### config.mk
export PLATFORM = sky130hd
export DESIGN_NAME = melody_tone_sequencer_core
export DESIGN_NICKNAME = d
export VERILOG_FILES = /design/src/rtl/mts_pkg.sv /design/src/rtl/mts_ram.sv /design/src/rtl/mts_div.sv /design/src/rtl/mts_cfg_regs.sv /design/src/rtl/melody_tone_sequencer_core.sv
export SDC_FILE = /design/constraint.sdc
export NUM_CORES = 2
export LEC_CHECK = 0
export BUFFER_PORTS_ARGS = -buffer_cell sky130_fd_sc_hd__buf_2
export CAP_MARGIN = 30
export CORE_AREA = 3 3 711 430
export CTS_CLUSTER_DIAMETER = 40
export DETAILED_ROUTE_END_ITERATION = 8
export DIE_AREA = 0 0 714 433
export HOLD_SLACK_MARGIN = 0.05
export PLACE_DENSITY_LB_ADDON = 0.05
export SLEW_MARGIN = 20
export SYNTH_ARGS = -nofsm -noshare
export SYNTH_HDL_FRONTEND = slang
export SYNTH_SLANG_ARGS = --single-unit
### constraint.sdc
create_clock -name clk -period 4.43 [get_ports clk]
set_input_delay 0 -clock clk [delete_from_list [all_inputs] [get_ports clk]]
set_output_delay 0 -clock clk [all_outputs]
set_load 0.03 [all_outputs]
### src/rtl/mts_pkg.sv
// Shared types, register map and constants for the melody tone sequencer.
// Used by mts_div, mts_cfg_regs, the core and the bench (mts_ram does not use it); depends on nothing.
package mts_pkg;

	// Table and arithmetic sizes
	localparam int MAX_NOTES_DEF = 128;
	localparam int DIV_NUM_W     = 27;
	localparam int DIV_DEN_W     = 16;
	localparam int DIV_CNT_W     = $clog2(DIV_NUM_W);
	localparam int PROD_W        = 24;

	localparam logic [15:0] DUTY_DENOM   = 16'd150;
	localparam logic [15:0] LEN_MAX      = 16'hFFFF;
	localparam logic [15:0] RELOAD_MAX   = 16'hFFFF;
	localparam logic [15:0] REST_RELOAD  = 16'd4;
	localparam logic [15:0] REST_COMPARE = 16'd1;

	// Opcodes
	localparam logic OP_TICK  = 1'b0;
	localparam logic OP_WRITE = 1'b1;

	// Register map (word index)
	localparam int          REG_ADDR_W = 4;
	localparam logic [1:0] REG_WHOLE = 2'd0;
	localparam logic [1:0] REG_CLOCK = 2'd1;
	localparam logic [1:0] REG_MLEN  = 2'd2;
	localparam logic [1:0] REG_DUTY  = 2'd3;

	localparam logic [15:0] WHOLE_RST = 16'd1666;
	localparam logic [26:0] CLOCK_RST = 27'd200000;
	localparam logic [7:0]  MLEN_RST  = 8'd99;
	localparam logic [7:0]  DUTY_RST  = 8'd50;

	typedef struct packed {
		logic        opcode;
		logic [6:0]  entry_index;
		logic [15:0] entry_pitch;
		logic signed [7:0] entry_divider;
	} request_t;

	typedef struct packed {
		logic [15:0] reload_value;
		logic [15:0] compare_value;
		logic        note_started;
		logic [6:0]  next_position;
	} result_t;

	typedef struct packed {
		logic [15:0] pitch;
		logic signed [7:0] divider;
	} entry_t;

	typedef struct packed {
		logic [15:0] whole_note_ticks;
		logic [26:0] timer_clock_hz;
		logic [7:0]  melody_length;
		logic [7:0]  duty_numerator;
	} cfg_t;

endpackage

### src/rtl/mts_ram.sv
// Generic single-write, single-read RAM with registered read data.
// No dependencies.
module mts_ram #(
	parameter int WIDTH = 24,
	parameter int DEPTH = 128
) (
	input  logic                     clk,
	input  logic                     we,
	input  logic [$clog2(DEPTH)-1:0] waddr,
	input  logic [WIDTH-1:0]         wdata,
	input  logic [$clog2(DEPTH)-1:0] raddr,
	output logic [WIDTH-1:0]         rdata
);

	logic [WIDTH-1:0] mem_q [DEPTH];

	always_ff @(posedge clk) begin
		if (we) begin
			mem_q[waddr] <= wdata;
		end
		rdata <= mem_q[raddr];
	end

endmodule

### src/rtl/mts_div.sv
// Shared restoring divider, one quotient bit per cycle.
// Depends on mts_pkg for operand widths.
module mts_div (
	input  logic                           clk,
	input  logic                           arst_n,
	input  logic                           start,
	input  logic [mts_pkg::DIV_NUM_W-1:0]  dividend,
	input  logic [mts_pkg::DIV_DEN_W-1:0]  divisor,
	output logic                           done,
	output logic [mts_pkg::DIV_NUM_W-1:0]  quotient
);

	localparam int NW = mts_pkg::DIV_NUM_W;
	localparam int DW = mts_pkg::DIV_DEN_W;
	localparam int CW = mts_pkg::DIV_CNT_W;

	logic          busy_q;
	logic          done_q;
	logic [CW-1:0] cnt_q;
	logic [DW-1:0] rem_q;
	logic [DW-1:0] dsr_q;
	logic [NW-1:0] quo_q;
	logic [DW:0]   trial;
	logic [DW:0]   diff;
	logic          fits;

	always_comb begin
		trial = {rem_q, quo_q[NW-1]};
		fits  = trial >= {1'b0, dsr_q};
		diff  = trial - {1'b0, dsr_q};
	end

	always_ff @(posedge clk or negedge arst_n) begin
		if (!arst_n) begin
			busy_q <= 1'b0;
			done_q <= 1'b0;
			cnt_q  <= '0;
		end else begin
			done_q <= 1'b0;
			if (start) begin
				busy_q <= 1'b1;
				cnt_q  <= '0;
			end else if (busy_q) begin
				cnt_q <= cnt_q + 1'b1;
				if (cnt_q == CW'(NW - 1)) begin
					busy_q <= 1'b0;
					done_q <= 1'b1;
				end
			end
		end
	end

	always_ff @(posedge clk) begin
		if (start) begin
			quo_q <= dividend;
			rem_q <= '0;
			dsr_q <= divisor;
		end else if (busy_q) begin
			// shift dividend out, quotient bit in
			quo_q <= {quo_q[NW-2:0], fits};
			rem_q <= fits ? diff[DW-1:0] : trial[DW-1:0];
		end
	end

	assign done     = done_q;
	assign quotient = quo_q;

endmodule

### src/rtl/mts_cfg_regs.sv
// APB-style configuration registers of the melody tone sequencer.
// Depends on mts_pkg for the register map and config struct.
module mts_cfg_regs (
	input  logic                            clk,
	input  logic                            arst_n,
	input  logic                            psel,
	input  logic                            penable,
	input  logic                            pwrite,
	input  logic [mts_pkg::REG_ADDR_W-1:0]  paddr,
	input  logic [31:0]                     pwdata,
	output logic [31:0]                     prdata,
	output logic                            pready,
	output mts_pkg::cfg_t                   cfg
);

	mts_pkg::cfg_t cfg_q;
	logic [1:0]    reg_idx;
	logic          wr_en;

	assign reg_idx = paddr[3:2];
	assign pready  = 1'b1;
	assign wr_en   = psel && penable && pwrite;

	always_ff @(posedge clk or negedge arst_n) begin
		if (!arst_n) begin
			cfg_q.whole_note_ticks <= mts_pkg::WHOLE_RST;
			cfg_q.timer_clock_hz   <= mts_pkg::CLOCK_RST;
			cfg_q.melody_length    <= mts_pkg::MLEN_RST;
			cfg_q.duty_numerator   <= mts_pkg::DUTY_RST;
		end else if (wr_en) begin
			case (reg_idx)
				mts_pkg::REG_WHOLE: cfg_q.whole_note_ticks <= pwdata[15:0];
				mts_pkg::REG_CLOCK: cfg_q.timer_clock_hz   <= pwdata[26:0];
				mts_pkg::REG_MLEN:  cfg_q.melody_length    <= pwdata[7:0];
				mts_pkg::REG_DUTY:  cfg_q.duty_numerator   <= pwdata[7:0];
				default: ;
			endcase
		end
	end

	always_comb begin
		case (reg_idx)
			mts_pkg::REG_WHOLE: prdata = {16'd0, cfg_q.whole_note_ticks};
			mts_pkg::REG_CLOCK: prdata = {5'd0, cfg_q.timer_clock_hz};
			mts_pkg::REG_MLEN:  prdata = {24'd0, cfg_q.melody_length};
			mts_pkg::REG_DUTY:  prdata = {24'd0, cfg_q.duty_numerator};
			default:            prdata = '0;
		endcase
	end

	assign cfg = cfg_q;

endmodule

### src/rtl/melody_tone_sequencer_core.sv
// Melody tone sequencer top level: sequencer around one shared divider.
// Depends on mts_pkg, mts_ram, mts_div and mts_cfg_regs.
//
//  channel   | handshake                         | payload
//  ----------+-----------------------------------+-----------------------------
//  request   | start high while busy low         | request  (mts_pkg::request_t)
//  result    | result_valid, one cycle, no stall | result   (mts_pkg::result_t)
//  config    | psel/penable/pwrite, pready = 1   | paddr, pwdata, prdata
//
// A write request or a tick that starts no note returns its result the cycle after
// acceptance. A tick that starts a note holds busy through the length state, the
// note length divider pass, the tone state, the reload pass, the multiply and
// compare-start states, the compare pass and the result state, which strobes the
// result. A zero divider or a zero pitch skips its pass; both together skip two.
// Reset clears all control state and loads the rest tone; the melody table is not
// cleared and must be written before it is played.
// One request is in flight at a time; the result side cannot stall.
module melody_tone_sequencer_core #(
	parameter int MAX_NOTES = mts_pkg::MAX_NOTES_DEF
) (
	input  logic                            clk,
	input  logic                            arst_n,
	input  logic                            start,
	output logic                            busy,
	input  mts_pkg::request_t               request,
	output logic                            result_valid,
	output mts_pkg::result_t                result,
	input  logic                            psel,
	input  logic                            penable,
	input  logic                            pwrite,
	input  logic [mts_pkg::REG_ADDR_W-1:0]  paddr,
	input  logic [31:0]                     pwdata,
	output logic [31:0]                     prdata,
	output logic                            pready
);

	localparam int AW  = $clog2(MAX_NOTES);
	localparam int NXW = AW + 1;
	localparam int CMW = (NXW > 8) ? NXW : 8;
	localparam int EW  = $bits(mts_pkg::entry_t);
	localparam int NW  = mts_pkg::DIV_NUM_W;
	localparam int DW  = mts_pkg::DIV_DEN_W;

	localparam logic [3:0] S_IDLE      = 4'd0;
	localparam logic [3:0] S_LEN       = 4'd1;
	localparam logic [3:0] S_LEN_WAIT  = 4'd2;
	localparam logic [3:0] S_TONE      = 4'd3;
	localparam logic [3:0] S_TONE_WAIT = 4'd4;
	localparam logic [3:0] S_MUL       = 4'd5;
	localparam logic [3:0] S_CMP       = 4'd6;
	localparam logic [3:0] S_CMP_WAIT  = 4'd7;
	localparam logic [3:0] S_DONE      = 4'd8;

	mts_pkg::cfg_t   cfg;
	mts_pkg::entry_t entry;
	mts_pkg::entry_t wr_entry;

	logic [3:0]                  state_q;
	logic [AW-1:0]               pos_q;
	logic [15:0]                 elapsed_q;
	logic [15:0]                 len_q;
	logic [15:0]                 reload_q;
	logic [15:0]                 compare_q;
	logic                        started_q;
	logic [mts_pkg::PROD_W-1:0]  product_q;

	logic          accept;
	logic          ram_we;
	logic [AW-1:0] ram_waddr;
	logic [EW-1:0] ram_rdata;
	logic          div_start;
	logic [NW-1:0] div_dividend;
	logic [DW-1:0] div_divisor;
	logic          div_done;
	logic [NW-1:0] div_quotient;
	logic [7:0]    div_mag;
	logic [15:0]   base_len;
	logic [16:0]   dotted_len;
	logic [NXW-1:0] nxt_raw;
	logic [AW-1:0] nxt_pos;

	mts_cfg_regs u_cfg (
		.clk     (clk),
		.arst_n  (arst_n),
		.psel    (psel),
		.penable (penable),
		.pwrite  (pwrite),
		.paddr   (paddr),
		.pwdata  (pwdata),
		.prdata  (prdata),
		.pready  (pready),
		.cfg     (cfg)
	);

	assign accept = start && !busy;
	assign busy   = state_q != S_IDLE;

	// drop table writes beyond the table depth
	assign ram_we    = accept && (request.opcode == mts_pkg::OP_WRITE)
		&& (int'(request.entry_index) < MAX_NOTES);
	assign ram_waddr = AW'(request.entry_index);
	assign wr_entry.pitch   = request.entry_pitch;
	assign wr_entry.divider = request.entry_divider;

	mts_ram #(
		.WIDTH (EW),
		.DEPTH (MAX_NOTES)
	) u_table (
		.clk   (clk),
		.we    (ram_we),
		.waddr (ram_waddr),
		.wdata (wr_entry),
		.raddr (pos_q),
		.rdata (ram_rdata)
	);

	// pos_q holds until the note is done, so the read data stays valid
	assign entry = mts_pkg::entry_t'(ram_rdata);

	assign div_mag = entry.divider[7] ? 8'(-entry.divider) : 8'(entry.divider);

	always_comb begin
		div_start    = 1'b0;
		div_dividend = NW'(product_q);
		div_divisor  = mts_pkg::DUTY_DENOM;
		case (state_q)
			S_LEN: begin
				div_start    = entry.divider != 8'sd0;
				div_dividend = NW'(cfg.whole_note_ticks);
				div_divisor  = DW'(div_mag);
			end
			S_TONE: begin
				div_start    = entry.pitch != 16'd0;
				div_dividend = cfg.timer_clock_hz;
				div_divisor  = entry.pitch;
			end
			S_CMP: begin
				div_start = 1'b1;
			end
			default: ;
		endcase
	end

	mts_div u_div (
		.clk      (clk),
		.arst_n   (arst_n),
		.start    (div_start),
		.dividend (div_dividend),
		.divisor  (div_divisor),
		.done     (div_done),
		.quotient (div_quotient)
	);

	always_comb begin
		base_len   = div_quotient[15:0];
		dotted_len = {1'b0, base_len} + {2'b0, base_len[15:1]};
		nxt_raw    = NXW'(pos_q) + 1'b1;
		// wrap at melody length or table depth, whichever comes first
		if (CMW'(nxt_raw) >= CMW'(cfg.melody_length) || nxt_raw >= NXW'(MAX_NOTES)) begin
			nxt_pos = '0;
		end else begin
			nxt_pos = AW'(nxt_raw);
		end
	end

	always_ff @(posedge clk or negedge arst_n) begin
		if (!arst_n) begin
			state_q   <= S_IDLE;
			pos_q     <= '0;
			elapsed_q <= '0;
			len_q     <= '0;
			reload_q  <= mts_pkg::REST_RELOAD;
			compare_q <= mts_pkg::REST_COMPARE;
			started_q <= 1'b0;
		end else begin
			case (state_q)
				S_IDLE: begin
					if (accept) begin
						started_q <= 1'b0;
						state_q   <= S_DONE;
						if (request.opcode == mts_pkg::OP_TICK) begin
							if (elapsed_q >= len_q) begin
								elapsed_q <= '0;
								state_q   <= S_LEN;
							end else begin
								elapsed_q <= elapsed_q + 1'b1;
							end
						end
					end
				end
				S_LEN: begin
					// zero divider keeps the old length
					state_q <= (entry.divider != 8'sd0) ? S_LEN_WAIT : S_TONE;
				end
				S_LEN_WAIT: begin
					if (div_done) begin
						if (!entry.divider[7]) begin
							len_q <= base_len;
						end else if (dotted_len[16]) begin
							len_q <= mts_pkg::LEN_MAX;
						end else begin
							len_q <= dotted_len[15:0];
						end
						state_q <= S_TONE;
					end
				end
				S_TONE: begin
					if (entry.pitch == 16'd0) begin
						reload_q <= mts_pkg::RELOAD_MAX;
						state_q  <= S_MUL;
					end else begin
						state_q <= S_TONE_WAIT;
					end
				end
				S_TONE_WAIT: begin
					if (div_done) begin
						reload_q <= div_quotient[15:0] - 16'd1;
						state_q  <= S_MUL;
					end
				end
				S_MUL: begin
					state_q <= S_CMP;
				end
				S_CMP: begin
					state_q <= S_CMP_WAIT;
				end
				S_CMP_WAIT: begin
					if (div_done) begin
						compare_q <= div_quotient[15:0];
						pos_q     <= nxt_pos;
						started_q <= 1'b1;
						state_q   <= S_DONE;
					end
				end
				S_DONE: begin
					state_q <= S_IDLE;
				end
				default: begin
					state_q <= S_IDLE;
				end
			endcase
		end
	end

	always_ff @(posedge clk) begin
		if (state_q == S_MUL) begin
			product_q <= reload_q * cfg.duty_numerator;
		end
	end

	assign result_valid         = state_q == S_DONE;
	assign result.reload_value  = reload_q;
	assign result.compare_value = compare_q;
	assign result.note_started  = started_q;
	assign result.next_position = 7'(pos_q);

endmodule

==> load_flow_metrics.sql <==
INSERT INTO impl_metrics (metric_group, metric, value, unit) VALUES
('finish', 'design.final.nets', '7667', ''),
('global_route', 'wire_length_of_the_first_global_routing_pass', '554000', 'microns'),
('worst_setup_path', 'regToRegEndpoint', 'product_q[21]$_DFFE_PP_', ''),
('drt', 'drc', '0', ''),
('place', 'port_buffers', '135', ''),
('worst_hold_path', 'hold_path_startpoint', 'request[3]', ''),
('sta', 'worst_slew_pin_tran', '1.14', 'ns'),
('synthesis', 'syn_inst', '6594', ''),
('synthesis', 'predominant_post_synthesis_flop_cell', 'sky130_fd_sc_hd__edfxtp_1', ''),
('worst_setup_path', 'critPathLaunch', 'u_cfg.cfg[5]$_DFFE_PN1P_', ''),
('die', 'placementRows', '156', ''),
('synthesis', 'synth_fa_ha_area_frac', '0.0241', ''),
('worst_setup_path', 'worstSetupPathType', 'flip-flop to flip-flop', ''),
('sta', 'clock.fmax', '209', 'MHz'),
('synthesis', 'synth_simple_gate_area_frac', '0.0298', ''),
('synthesis', 'synth-edff-count', '3139', ''),
('global_route', 'global_route.overflow_total', '0', ''),
('sta', 'skew', '0.0381', 'ns'),
('synthesis', 'netlist_top_cells_count', 'sky130_fd_sc_hd__edfxtp_1 (3139), sky130_fd_sc_hd__mux4_2 (912), sky130_fd_sc_hd__inv_1 (253)', ''),
('sta', 'drv_slew', '0', ''),
('outcome', 'status', 'finished with violations', ''),
('cts', 'cts_root_buffer', 'sky130_fd_sc_hd__clkbuf_16', ''),
('synthesis', 'synthesized_area_fraction_occupied_by_xor_and_xnor_cells', '0.00501', ''),
('place', 'post-place-ws', '-0.500', 'ns'),
('worst_setup_path', 'cp_max_delay_cell', 'sky130_fd_sc_hd__fa_1', ''),
('synthesis', 'yosysTopAreaCellShare', '0.700', ''),
('cts', 'numCtsBuffers', '375', ''),
('sta', 'setup-tns-final', '-2.26', 'ns'),
('die', 'core_region_area', '300000', 'sq um'),
('outcome', 'violations_in_the_final_reports', 'negative setup slack', ''),
('cts', 'ctsLongestPathBuffers', '4', ''),
('die', 'dieWidth', '714', 'microns'),
('cts', 'cts.htree.levels', '5', ''),
('die', 'io-pin-count', '149', ''),
('drt', 'via_count', '70300', ''),
('synthesis', 'synth_seq_cells', '3321', ''),
('sta', 'layout_worst_path_cycle_share', '1.08', ''),
('die', 'floorplan.die_area', '309000', 'sq um'),
('cts', 'cts.sinks', '3321', ''),
('global_route', 'grt_util_overall', '0.255', ''),
('worst_setup_path', 'cpMostUsedCell', 'sky130_fd_sc_hd__fa_1', ''),
('worst_hold_path', 'hold_class', 'input pin to flip-flop', ''),
('place', 'dp.final_hpwl', '239000', 'microns'),
('global_route', 'grt_antenna_before_repair', '33', ''),
('synthesis', 'mux_cell_area_share_after_synthesis', '0.164', ''),
('worst_setup_path', 'worstRegToRegCells', '18', ''),
('sta', 'min_period', '4.79', 'ns'),
('power_and_ir_drop', 'power_consumption', '67.6', 'mW'),
('sta', 'min_setup_slack_post_route', '-0.358', 'ns'),
('worst_hold_path', 'hold_path_end', 'u_table.mem_q[5][3]$_DFFE_PP_', ''),
('worst_setup_path', 'cp_data_arrival_time', '5.49', 'ns'),
('power_and_ir_drop', 'power_density', '427', 'nW/um^2'),
('cts', 'worst_setup_hold_path_clk_slew', '0.06', 'ns'),
('synthesis', 'area_fraction_in_compound_gates_after_synthesis', '0.0243', ''),
('cts', 'cts_tree', 'built', ''),
('synthesis', 'synthDominantAreaCellType', 'sky130_fd_sc_hd__edfxtp_1', ''),
('synthesis', 'netlist_area', '135000', 'sq um'),
('worst_setup_path', 'critical_path.startpoint_type', 'flip-flop', ''),
('sta', 'setup_viol_count_final', '10', ''),
('sta', 'timing_hold_violations_final', '0', ''),
('cts', 'clk_latency', '0.92', 'ns'),
('synthesis', 'postSynth.asyncResetShare', '0.0428', ''),
('global_route', 'number_of_global_route_vias_before_repair', '69200', ''),
('die', 'fp.dieH', '433', 'microns'),
('synthesis', 'number_of_warning_messages_in_the_yosys_log', '0', ''),
('worst_setup_path', 'crit_fanout', '8', ''),
('sta', 'rsz0062_at_grt', 'yes', ''),
('drt', 'route.detailed.vias_per_inst', '5.99', ''),
('drt', 'drtAntennaViolNets', '0', ''),
('finish', 'final_layout_size_suffix_gt1_frac', '0.322', ''),
('place', 'finalWeightedCongestion', '0.844', '');
-- metrics by stage --
step / cell area [sq um] / hold slack, ns
final: 158000 / 0.132
after global routing: 158000 / 0.0985
after CTS: 158000 / 0.0565
after detailed placement: 144000 / 0.139
after global placement: 144000 / 0.136
after floorplan: 135000 / -0.296
-- registers in the layout (all words and copies together) (netlist names), 16 cells and up --
| signal | cells |
|---|---|
| u_div.rem_q | 16 |
| product_q | 24 |
| u_div.quotient | 27 |
| u_table.mem_q | 3072 |
| reload_q | 16 |
| u_div.dsr_q | 16 |
| len_q | 16 |
| elapsed_q | 16 |
| compare_q | 16 |
| u_cfg.cfg | 59 |
| u_table.rdata | 24 |
-- layout by cell type, fill, tap and decap left out, types with 43 or more instances in the layout --
cell type,n
sky130_fd_sc_hd__fa_1,76
sky130_fd_sc_hd__nor2_4,99
sky130_fd_sc_hd__a21oi_1,89
sky130_fd_sc_hd__dfrtp_1,111
sky130_fd_sc_hd__xnor2_1,55
sky130_fd_sc_hd__buf_2,110
sky130_fd_sc_hd__clkbuf_16,384
sky130_fd_sc_hd__nand2_1,155
sky130_fd_sc_hd__mux4_2,912
sky130_fd_sc_hd__dlygate4sd3_1,107
sky130_fd_sc_hd__buf_4,433
sky130_fd_sc_hd__nor2_1,109
sky130_fd_sc_hd__nor3_1,63
sky130_fd_sc_hd__o21ai_0,117
sky130_fd_sc_hd__buf_12,71
sky130_fd_sc_hd__inv_1,241
sky130_fd_sc_hd__ha_1,112
sky130_fd_sc_hd__mux2_2,64
sky130_fd_sc_hd__clkinv_2,43
sky130_fd_sc_hd__inv_6,51
sky130_fd_sc_hd__and2_1,142
sky130_fd_sc_hd__o22ai_1,95
sky130_fd_sc_hd__edfxtp_1,3139
sky130_fd_sc_hd__a211oi_1,53
-- worst max-delay path, delay by kind of cell (launching register included) --
kind / cells / cell delay [ns]
buf+inv: 5 / 0.35
simple gates: 3 / 0.83
compound gates: 5 / 0.67
fa+ha+maj: 5 / 2.25
flops: 1 / 0.52
-- power by group --
part	switching, mW	internal (mW)	total [mW]
clock network	13.2	18.4	31.5
logic	1.03	0.438	1.46
registers	0.132	34.5	34.6
total	14.3	53.3	67.6
-- layer usage --
metal	track usage	routed length (microns)	up-vias	part of all wire
li1	-	-	28600	-
met1	0.413	186000	38400	0.47
met2	0.359	168000	2744	0.43
met3	0.0483	31200	488	0.079
met4	0.0494	7580	6	0.019
met5	0	41	-	0.00010
-- worst max-delay path by stage --
stage / end / slack (ns) / depth (start not counted)
2_1_floorplan: product_q[21]$_DFFE_PP_ / 0.006 / 17
5_1_grt: product_q[21]$_DFFE_PP_ / -0.48 / 15
6_report: product_q[21]$_DFFE_PP_ / -0.36 / 18
3_5_place_dp: product_q[21]$_DFFE_PP_ / -0.50 / 15
4_1_cts: product_q[21]$_DFFE_PP_ / -0.37 / 15
3_3_place_gp: product_q[21]$_DFFE_PP_ / -0.50 / 15
-- area by class of cell --
type	count	area, sq um
fillers	23700	142000
flip-flops and latches	3321	98700
multi-input cells	2682	34600
clock buffers	428	9790
repair buffers	744	6650
well taps	4029	5040
clock inverters	251	2690
inverters	261	987
diodes	15	37.5
-- logic make-up after synthesis --
logic type	after synthesis
XOR/XNOR	77
AO/OA/AOI/OAI	520
flip-flops	3321
AND/OR/NAND/NOR	815
adder cells (fa/ha/maj)	208
multiplexers	1056
buffers and inverters	595
other	2
-- timing repair --
action                                  CTS  global route
hold buffers                            107             1
setup buffers                            11             3
setup endpoints to repair                14            14
pin swaps                                24            38
endpoints found under the hold margin  2066            12
gates resized for setup                  44            52
Note: power is estimated with default switching activity, not from simulation.
